File: config.mk
export PLATFORM = sky130hd
export DESIGN_NAME = sha256_stream_hasher
export DESIGN_NICKNAME = d
export VERILOG_FILES = /design/src/rtl/shs_pkg.sv /design/src/rtl/shs_compress.sv /design/src/rtl/sha256_stream_hasher.sv
export SDC_FILE = /design/constraint.sdc
export NUM_CORES = 2
export LEC_CHECK = 0
export ABC_CLOCK_PERIOD_IN_PS = 28600
export BUFFER_PORTS_ARGS = -buffer_cell sky130_fd_sc_hd__buf_2
export CORE_ASPECT_RATIO = 1.5
export CORE_MARGIN = 1.5
export CORE_UTILIZATION = 50
export DETAILED_ROUTE_END_ITERATION = 12
export PLACE_DENSITY = 0.65
export SETUP_SLACK_MARGIN = 0.05
export SYNTH_ARGS = -nofsm -noshare
export SYNTH_HDL_FRONTEND = slang
export SYNTH_SLANG_ARGS = --single-unit
File: constraint.sdc
create_clock -name aclk -period 28.6 [get_ports aclk]
set_clock_uncertainty 0.05 [all_clocks]
set_input_delay 4.29 -clock aclk [delete_from_list [all_inputs] [get_ports aclk]]
set_output_delay 4.29 -clock aclk [all_outputs]
set_load 0.1 [all_outputs]
File: src/rtl/shs_pkg.sv
// Shared types, constants and round functions of the SHA-256 stream hasher.
package shs_pkg;

    typedef logic [31:0] shs_word_t;

    // Eight 32-bit words; index 0 is word a (or H0), index 7 is word h (or H7).
    typedef logic [7:0][31:0] shs_hash_t;

    // Controls from the byte sequencer to the compression unit.
    typedef struct packed {
        logic load_word;
        logic start;
    } shs_ctrl_t;

    localparam int unsigned BLOCK_BYTES = 64;
    localparam int unsigned ROUNDS      = 64;

    localparam logic [5:0] LAST_ROUND = 6'(ROUNDS - 1);
    localparam logic [5:0] LAST_BYTE  = 6'(BLOCK_BYTES - 1);
    localparam logic [5:0] LENGTH_POS = 6'd56;
    localparam logic [7:0] PAD_MARK   = 8'h80;

    localparam shs_hash_t HASH_INIT = {
        32'h5be0cd19, 32'h1f83d9ab, 32'h9b05688c, 32'h510e527f,
        32'ha54ff53a, 32'h3c6ef372, 32'hbb67ae85, 32'h6a09e667
    };

    localparam shs_word_t ROUND_K [ROUNDS] = '{
        32'h428a2f98, 32'h71374491, 32'hb5c0fbcf, 32'he9b5dba5, 32'h3956c25b,
        32'h59f111f1, 32'h923f82a4, 32'hab1c5ed5, 32'hd807aa98, 32'h12835b01,
        32'h243185be, 32'h550c7dc3, 32'h72be5d74, 32'h80deb1fe, 32'h9bdc06a7,
        32'hc19bf174, 32'he49b69c1, 32'hefbe4786, 32'h0fc19dc6, 32'h240ca1cc,
        32'h2de92c6f, 32'h4a7484aa, 32'h5cb0a9dc, 32'h76f988da, 32'h983e5152,
        32'ha831c66d, 32'hb00327c8, 32'hbf597fc7, 32'hc6e00bf3, 32'hd5a79147,
        32'h06ca6351, 32'h14292967, 32'h27b70a85, 32'h2e1b2138, 32'h4d2c6dfc,
        32'h53380d13, 32'h650a7354, 32'h766a0abb, 32'h81c2c92e, 32'h92722c85,
        32'ha2bfe8a1, 32'ha81a664b, 32'hc24b8b70, 32'hc76c51a3, 32'hd192e819,
        32'hd6990624, 32'hf40e3585, 32'h106aa070, 32'h19a4c116, 32'h1e376c08,
        32'h2748774c, 32'h34b0bcb5, 32'h391c0cb3, 32'h4ed8aa4a, 32'h5b9cca4f,
        32'h682e6ff3, 32'h748f82ee, 32'h78a5636f, 32'h84c87814, 32'h8cc70208,
        32'h90befffa, 32'ha4506ceb, 32'hbef9a3f7, 32'hc67178f2
    };

    function automatic shs_word_t big_sigma0(input shs_word_t x);
        return {x[1:0], x[31:2]} ^ {x[12:0], x[31:13]} ^ {x[21:0], x[31:22]};
    endfunction

    function automatic shs_word_t big_sigma1(input shs_word_t x);
        return {x[5:0], x[31:6]} ^ {x[10:0], x[31:11]} ^ {x[24:0], x[31:25]};
    endfunction

    function automatic shs_word_t small_sigma0(input shs_word_t x);
        return {x[6:0], x[31:7]} ^ {x[17:0], x[31:18]} ^ {3'b000, x[31:3]};
    endfunction

    function automatic shs_word_t small_sigma1(input shs_word_t x);
        return {x[16:0], x[31:17]} ^ {x[18:0], x[31:19]} ^ {10'b0, x[31:10]};
    endfunction

endpackage

File: src/rtl/shs_compress.sv
// SHA-256 compression unit: message schedule window and one round per cycle.
module shs_compress (
    input  logic              aclk,
    input  logic              aresetn,
    input  shs_pkg::shs_ctrl_t ctrl_i,
    input  shs_pkg::shs_word_t word_i,
    input  shs_pkg::shs_hash_t hash_i,
    output logic              done_o,
    output shs_pkg::shs_hash_t work_o
);

    logic                busy_reg, busy_next;
    logic                done_reg, done_next;
    logic [5:0]          round_reg, round_next;
    shs_pkg::shs_hash_t  work_reg, work_next;
    logic [15:0][31:0]   win_reg, win_next;

    shs_pkg::shs_word_t  t1, t2, sched_word, ch, maj;

    always_comb begin
        // Choose and majority of the working words.
        ch  = work_reg[6] ^ (work_reg[4] & (work_reg[5] ^ work_reg[6]));
        maj = (work_reg[0] & work_reg[1]) | (work_reg[2] & (work_reg[0] | work_reg[1]));
        t1  = work_reg[7] + shs_pkg::big_sigma1(work_reg[4]) + ch
              + shs_pkg::ROUND_K[round_reg] + win_reg[0];
        t2  = shs_pkg::big_sigma0(work_reg[0]) + maj;
        // The window holds W[r] .. W[r+15]; this is W[r+16].
        sched_word = shs_pkg::small_sigma1(win_reg[14]) + win_reg[9]
                     + shs_pkg::small_sigma0(win_reg[1]) + win_reg[0];

        busy_next  = busy_reg;
        round_next = round_reg;
        work_next  = work_reg;
        win_next   = win_reg;
        done_next  = 1'b0;

        if (ctrl_i.load_word) begin
            win_next = {word_i, win_reg[15:1]};
        end else if (busy_reg) begin
            win_next = {sched_word, win_reg[15:1]};
        end

        if (ctrl_i.start) begin
            work_next  = hash_i;
            round_next = '0;
            busy_next  = 1'b1;
        end else if (busy_reg) begin
            work_next  = {work_reg[6:4], work_reg[3] + t1, work_reg[2:0], t1 + t2};
            round_next = round_reg + 6'd1;
            if (round_reg == shs_pkg::LAST_ROUND) begin
                busy_next = 1'b0;
                done_next = 1'b1;
            end
        end
    end

    always_ff @(posedge aclk) begin
        if (!aresetn) begin
            busy_reg  <= 1'b0;
            done_reg  <= 1'b0;
            round_reg <= '0;
        end else begin
            busy_reg  <= busy_next;
            done_reg  <= done_next;
            round_reg <= round_next;
        end
    end

    always_ff @(posedge aclk) begin
        work_reg <= work_next;
        win_reg  <= win_next;
    end

    assign done_o = done_reg;
    assign work_o = work_reg;

endmodule

File: src/rtl/sha256_stream_hasher.sv
// Top level of the SHA-256 stream hasher: byte gathering, padding and digest output.
//
// The hasher takes a message one byte per input transaction and returns its
// SHA-256 digest as eight output transactions, word 0 first, after the
// transaction that carries the end-of-message flag. Every 64th byte starts
// a compression that runs 64 rounds on the single round unit followed by
// the final hash add, during which s_ready is low. On the end-of-message
// transaction the hasher feeds the 0x80 mark, the zero fill and the eight
// length bytes through the same byte path, one per cycle but paused while
// one or two compressions run, and then offers the digest words one per
// cycle as m_ready allows. After the last digest word the hash state, bit
// count and byte count return to their initial values and s_ready rises
// again. An input transaction with neither a byte nor the end flag changes
// nothing.
module sha256_stream_hasher (
    input  logic        aclk,
    input  logic        aresetn,
    input  logic        s_valid,
    output logic        s_ready,
    input  logic [7:0]  s_data_byte,
    input  logic        s_byte_valid,
    input  logic        s_end_of_message,
    output logic        m_valid,
    input  logic        m_ready,
    output logic [31:0] m_digest_word,
    output logic [2:0]  m_word_index,
    output logic        m_last_word
);

    // Sequencer states.
    localparam logic [2:0] S_IDLE = 3'd0;
    localparam logic [2:0] S_COMP = 3'd1;
    localparam logic [2:0] S_MARK = 3'd2;
    localparam logic [2:0] S_ZERO = 3'd3;
    localparam logic [2:0] S_LEN  = 3'd4;
    localparam logic [2:0] S_OUT  = 3'd5;

    // Which kind of block the running compression belongs to.
    localparam logic [1:0] PH_DATA = 2'd0;  // block of message bytes
    localparam logic [1:0] PH_PAD  = 2'd1;  // padding block, length still to come
    localparam logic [1:0] PH_DONE = 2'd2;  // block that ends with the length

    localparam logic [2:0] LAST_INDEX = 3'd7;

    logic [2:0]         state_reg, state_next;
    logic [1:0]         phase_reg, phase_next;
    logic               fin_reg, fin_next;
    logic [5:0]         fill_reg, fill_next;
    logic [63:0]        bit_length_reg, bit_length_next;
    logic [63:0]        total_reg, total_next;
    logic [23:0]        acc_reg, acc_next;
    logic [2:0]         out_idx_reg, out_idx_next;
    shs_pkg::shs_hash_t hash_reg, hash_next;

    logic               push_en;
    logic [7:0]         push_byte;
    logic               comp_done;
    shs_pkg::shs_ctrl_t ctrl;
    shs_pkg::shs_hash_t work;

    // One round per cycle against the stored hash; the schedule window is
    // filled a word at a time from the byte path below.
    shs_compress u_compress (
        .aclk    (aclk),
        .aresetn (aresetn),
        .ctrl_i  (ctrl),
        .word_i  ({acc_reg, push_byte}),
        .hash_i  (hash_reg),
        .done_o  (comp_done),
        .work_o  (work)
    );

    always_comb begin
        state_next      = state_reg;
        phase_next      = phase_reg;
        fin_next        = fin_reg;
        bit_length_next = bit_length_reg;
        total_next      = total_reg;
        out_idx_next    = out_idx_reg;
        hash_next       = hash_reg;
        push_en         = 1'b0;
        push_byte       = 8'h00;

        unique case (state_reg)
            S_IDLE: begin
                if (s_valid) begin
                    fin_next   = s_end_of_message;
                    phase_next = PH_DATA;
                    if (s_byte_valid) begin
                        push_en   = 1'b1;
                        push_byte = s_data_byte;
                    end
                    if (s_byte_valid && fill_reg == shs_pkg::LAST_BYTE) begin
                        state_next = S_COMP;
                    end else if (s_end_of_message) begin
                        state_next = S_MARK;
                    end
                end
            end
            S_COMP: begin
                if (comp_done) begin
                    for (int i = 0; i < 8; i++) begin
                        hash_next[i] = hash_reg[i] + work[i];
                    end
                    // Only message blocks count toward the length.
                    if (phase_reg == PH_DATA) begin
                        bit_length_next = bit_length_reg + 64'd512;
                    end
                    if (!fin_reg) begin
                        state_next = S_IDLE;
                    end else begin
                        priority case (phase_reg)
                            PH_DATA: state_next = S_MARK;
                            PH_PAD:  state_next = S_ZERO;
                            default: begin
                                state_next   = S_OUT;
                                out_idx_next = '0;
                            end
                        endcase
                    end
                end
            end
            S_MARK: begin
                // The length is fixed here: completed blocks plus held bytes.
                total_next = bit_length_reg + {55'd0, fill_reg, 3'b000};
                push_en    = 1'b1;
                push_byte  = shs_pkg::PAD_MARK;
                phase_next = PH_PAD;
                state_next = (fill_reg == shs_pkg::LAST_BYTE) ? S_COMP : S_ZERO;
            end
            S_ZERO: begin
                if (fill_reg == shs_pkg::LENGTH_POS) begin
                    state_next = S_LEN;
                end else begin
                    push_en = 1'b1;
                    if (fill_reg == shs_pkg::LAST_BYTE) begin
                        state_next = S_COMP;
                    end
                end
            end
            S_LEN: begin
                push_en    = 1'b1;
                push_byte  = total_reg[63:56];
                total_next = {total_reg[55:0], 8'h00};
                if (fill_reg == shs_pkg::LAST_BYTE) begin
                    phase_next = PH_DONE;
                    state_next = S_COMP;
                end
            end
            S_OUT: begin
                if (m_ready) begin
                    out_idx_next = out_idx_reg + 3'd1;
                    if (out_idx_reg == LAST_INDEX) begin
                        hash_next       = shs_pkg::HASH_INIT;
                        bit_length_next = '0;
                        fin_next        = 1'b0;
                        state_next      = S_IDLE;
                    end
                end
            end
            default: begin
                state_next = S_IDLE;
            end
        endcase
    end

    // Shared byte path: gather big-endian words and start a compression on
    // the 64th byte of a block.
    always_comb begin
        acc_next       = acc_reg;
        fill_next      = fill_reg;
        ctrl.load_word = 1'b0;
        ctrl.start     = 1'b0;
        if (push_en) begin
            acc_next       = {acc_reg[15:0], push_byte};
            fill_next      = fill_reg + 6'd1;
            ctrl.load_word = (fill_reg[1:0] == 2'd3);
            ctrl.start     = (fill_reg == shs_pkg::LAST_BYTE);
        end
    end

    always_ff @(posedge aclk) begin
        if (!aresetn) begin
            state_reg      <= S_IDLE;
            phase_reg      <= PH_DATA;
            fin_reg        <= 1'b0;
            fill_reg       <= '0;
            bit_length_reg <= '0;
            out_idx_reg    <= '0;
            hash_reg       <= shs_pkg::HASH_INIT;
        end else begin
            state_reg      <= state_next;
            phase_reg      <= phase_next;
            fin_reg        <= fin_next;
            fill_reg       <= fill_next;
            bit_length_reg <= bit_length_next;
            out_idx_reg    <= out_idx_next;
            hash_reg       <= hash_next;
        end
    end

    always_ff @(posedge aclk) begin
        total_reg <= total_next;
        acc_reg   <= acc_next;
    end

    assign s_ready       = (state_reg == S_IDLE);
    assign m_valid       = (state_reg == S_OUT);
    assign m_digest_word = hash_reg[out_idx_reg];
    assign m_word_index  = out_idx_reg;
    assign m_last_word   = (out_idx_reg == LAST_INDEX);

`ifndef NO_ASSERTIONS
    // A word enters the schedule window only on the fourth byte of that word.
    assert property (@(posedge aclk) disable iff (!aresetn)
        ctrl.load_word |-> fill_reg[1:0] == 2'd3)
        else $error("schedule word loaded off a word boundary");

    // The compression unit reports completion only while the sequencer waits for it.
    assert property (@(posedge aclk) disable iff (!aresetn)
        comp_done |-> state_reg == S_COMP)
        else $error("compression finished outside the compression state");

    // An end-of-message transaction always holds off the next input.
    assert property (@(posedge aclk) disable iff (!aresetn)
        (s_valid && s_ready && s_end_of_message) |=> !s_ready)
        else $error("input accepted while a digest is pending");

    // After the last digest word the hasher is back at a block boundary and ready.
    assert property (@(posedge aclk) disable iff (!aresetn)
        (m_valid && m_ready && m_last_word) |=> (s_ready && fill_reg == '0))
        else $error("hasher not restarted after the digest");
`endif

endmodule
; Word-level counts from Yosys, hierarchy flattened
; Memory sizes are Yosys's and may differ from the RTL's.
; Cells that the tools add are included.
[op_classes]
addsub = 23
magnitude_cmp = 2
eq_ne = 20
mux = 54
n_bitwise = 18
n_reduce_logical = 19
[ops]
columns = cell, n
row1 = $mux W256, 5
row2 = $mux W512, 2
row3 = $add A32 B32 Y32, 18
row4 = $pmux W256 S2, 1
row5 = $mux W64, 4
row6 = $pmux W64 S2, 2
row7 = $xor A32 B32 Y32, 8
row8 = $and A32 B32 Y32, 3
row9 = $bmux W32 S3, 1
row10 = $mux W32, 3
row11 = $add A64 B10 Y64 const B, 1
row12 = $add A64 B9 Y64, 1
row13 = $or A32 B32 Y32, 2
row14 = $mux W3, 13
row15 = $xor A32 B22 Y32, 1
row16 = $xor A32 B29 Y32, 1
row17 = $pmux W8 S3, 1
row18 = $eq A6 B6 Y1 const B, 3
row19 = $pmux W3 S6, 1
row20 = $mux W8, 2
row21 = $reduce_and A5 Y1, 3
row22 = $add A6 B1 Y6 const B, 2
row23 = $pmux W3 S2, 2
row24 = $mux W1, 10
row25 = 26 further kinds, 46
[totals]
regBits = 1199
mem_bits_ro = 2048
inputBits = 14
memories = 1
[mem_list]
columns = name, words, word_bits, rd, rd_clocked_by_memory_dff, write_ports, line_no
row1 = (no name shown), 64, 32, 1, 0, 0, shs_compress.sv:25  ; + shs_pkg::ROUND_K[round_reg] + win_reg[0];

; Depth between registers and ports, before layout
[depth]
depth_word = 9
ltp_mapped = 38
ltp_nobuf = 36

; Cells and area by module
; A second synthesis with hierarchy kept.
[hier_totals]
hier_cells = 6501
area_unflattened_um2 = 71619.9
[modules_own_cells]
columns = module, n_inst, cells_each, area_each_um2, seq_area_each_um2
row1 = shs_compress, 1, 3304, 42966.2, 23222.3
row2 = sha256_stream_hasher, 1, 3197, 28653.7, 9078.7

; Least setup slack after synthesis
; Ideal clock, no wire load.
[synth_timing]
path_type = input to register
from = in s_valid
to = reg u_compress.win_reg[0] in the netlist's numbering (enable)
setup_ns = 0.970
t_arrival_ns = 17.034
required_time_ns = 27.580
path_slack_ns = 10.546
stages = 6
path_buffers = 2
path_cell_list = and3_1 > buf_2 > or3_1 > buf_2 > nand2_1 > nand2b_1
[synth_between]
elab_chain_cells = 4
[synth_lines]
columns = item, line_no
row1 = start: declaration, sha256_stream_hasher.sv:18  ; input logic s_valid,
row2 = $mux W1, sha256_stream_hasher.sv:86  ; if (s_valid) begin
row3 = $pmux W1 S3, sha256_stream_hasher.sv:84  ; unique case (state_reg)
row4 = net push_en, sha256_stream_hasher.sv:55  ; logic push_en;
row5 = $mux W2, sha256_stream_hasher.sv:174  ; if (push_en) begin
row6 = $reduce_bool A2 Y1 (no source line), -
row7 = end signal: assignment, shs_compress.sv:71  ; win_reg <= win_next;
row8 = end: declaration, shs_compress.sv:16  ; logic [15:0][31:0] win_reg, win_next;
; The timed path passes the listed nets, and every way through them passes these cells.
; A chain may end at the register's enable or synchronous reset.

==> impl_metrics.toml <==
[floorplanning]
die_width_um = 311
start_util_pct = 50.3
core_mm2 = 0.141
die_h_um = 465
die-area_mm2 = 0.145
rows = 169
pin_count = 52

[grt]
grt_pass1_wl_mm = 341
antenna_found_initial = 1
track_usage_pct = 31.7
gr-total-overflow = 0
grt_start_max_net_pins = 218
grt_pass1_vias = 52000

[setup_path]
cpPeakStageDelay_ps = 630
cp_max_fo = 21
crit_path_start_kind = "flip-flop"
end_kind = "flip-flop"
cpMostUsedCell = "a21oi_1"
path_class = "flip-flop to flip-flop"
crit_path_top_delay_cell = "ha_1"
worstPathArrival_ps = 10230
worstPathRequired_ps = 29060

[power_and_ir_drop]
cellLeakagePower_nw = 29.1
switching_power_uw = 816
seqPwrFrac_pct = 51.2
powerDensity_mw_per_mm2 = 47.2
ir_worst_vdd_mv = 0.0557
p_clk_share_pct = 44.6
p_int_mw = 2.83
p_sw_share_pct = 22.4
pwr-share-comb_pct = 4.1
power_mw = 3.65

[layout]
stdcell_count = 8702
fin_area_mm2 = 0.0772
fin_nets = 7326
largest_register_ff_count = 512
layout-area-overhead-vs-synth_pct = 8.48
drive_gt1_share_pct = 7.95
fillCellCount = 12400

[sta]
fin_crit_ps = 9780
fmax_ghz = 0.102
slew_headroom_pct = 21.7
setup_violations = 0
grt_setup_unrepaired = "no"
tightest_slew_ps = 1170
setup_tns_ps = 0
hold_viol = 0
min_period_over_period_pct = 34.2
drv_slew = 0

[detailed_routing]
ant_nets = 0
route.detailed.wl_per_inst_um = 26.7
drt-total-wl_mm = 232
drc = 0
vias_per_cell = 6.10
first_iter_violations = 4986
first_pass_iters = 6
via_count = 53100

[clock_network]
cts_tree = "yes"
clock_sinks = 1187
h-tree-depth = 3
clk_latency_ps = 790
ctsHoldBuffers = 0
clockRootBuffer = "clkbuf_16"
cts.clk_slew.worst_paths_ps = 70
cts_resized = 0
clockBufferDepth = 3
postCtsSetupRepairBufs = 0
cts_made_buffers = 116

[yosys]
synth_top_cell_area_share_pct = 36.0
synth_flop_cell = "edfxtp_1"
synth_edf_count = 853
synth_nets = 7421
ys_seq_area_share_pct = 45.4
syn_area_mm2 = 0.0712
yosysWarnings = 0
ys_types = 102
netlist_top_cells_count = "1000 x nand2_1, 853 x edfxtp_1, 444 x a21oi_1"
yosysTopAreaCell = "edfxtp_1"
syn_inst = 6816
async_reset_ff_share_pct = 0
syn_area_per_cell_um2 = 10.4
synth_area_leaders = "edfxtp_1 36%, dfxtp_1 9.4%, ha_1 7.0%"
synth_seq_cells = 1187
synth.most_common_cell = "nand2_1"

[job]
maxCapViolations = 0

[place]
place_area_mm2 = 0.0732
dp_cells = 8484
place_congestion = 0.990
hpwl_mm = 171
numPortBuffers = 51

[run_status]
status = "finished clean"

[hold_path]
holdCritPathClass = "flip-flop to flip-flop"
==> final timing paths <==
kind / slack (ps) / endpoint / from / cells past startpoint
worst min register to register: 360 / u_compress.win_reg[243] / u_compress.win_reg[275] / 0
worst min-delay path: 360 / u_compress.win_reg[243] / u_compress.win_reg[275] / 0
worst max-delay path: 18820 / u_compress.work_o[30] / u_compress.round_reg[1] / 37
worst max register to register: 18820 / u_compress.work_o[30] / u_compress.round_reg[1] / 37
==> power groups by stage <==
stage                     clock (mW)  combinational, mW  sequential, mW
after floorplan                    0              0.108            1.90
after global placement             0              0.148            1.91
after detailed placement           0              0.149            1.91
after CTS                       1.66              0.150            1.87
after global routing            1.72              0.165            1.87
final                           1.63              0.151            1.87
==> critical path: cells and delay by family, from the launching register on <==
kind,cells,cell delay [ps]
AND/OR/NAND/NOR,8,1330
buffers and inverters,6,1090
flip-flops,1,310
AO/OA/AOI/OAI,13,3070
adder cells (fa/ha/maj),8,3280
XOR/XNOR,2,360
==> cell usage in the layout (no fill, tap or decap), types with 189 or more instances in the layout <==
cell	instances
nand2_1	996
edfxtp_1	853
a21oi_1	443
xnor2_1	417
ha_1	396
nor2_1	392
o21ai_0	333
dfxtp_1	327
inv_1	248
fa_1	195
xor2_1	189
==> through the flow <==
stage               utilization, %  setup WS [ps]  hold WS, ps
floorplan                        -          10550          350
global placement              51.7          18870          350
detailed placement            51.7          18910          355
CTS                           54.6          18910          363
global route                  54.6          18310          368
finish                        54.6          18820          357
==> area by class of cell <==
cell class / instances / area (um2) / area share, %
antenna: 2 / 5.00 / 0.00648
clock buffer: 153 / 3280 / 4.24
clock inverter: 63 / 751 / 0.972
inverter: 254 / 953 / 1.23
multi-input combinational: 5051 / 36800 / 47.7
sequential: 1187 / 32300 / 41.8
tap: 1881 / 2350 / 3.05
timing repair buffer: 111 / 774 / 1.00
==> cell families (layout without fill, tap and decap cells) <==
kind of cell,Yosys count,after routing,share of synthesized area [%]
adders and majority gates,617,617,12.8
xor gates and xnor gates,608,608,7.52
and+or+nand+nor,2018,2018,12.7
buffers and inverters,578,581,3.07
muxes,200,200,4.25
AOI/OAI and AO/OA,1608,1608,14.3
DFF,1187,1187,45.4
other,0,2,0
==> metal layers <==
metal / share of wire, % / global-route usage [%]
met1: 36 / 35.7
met2: 50 / 55.5
met3: 5.9 / 4.47
met4: 8.0 / 21.9
met5: 0 / 0
Power figures use the tool's default switching activity.
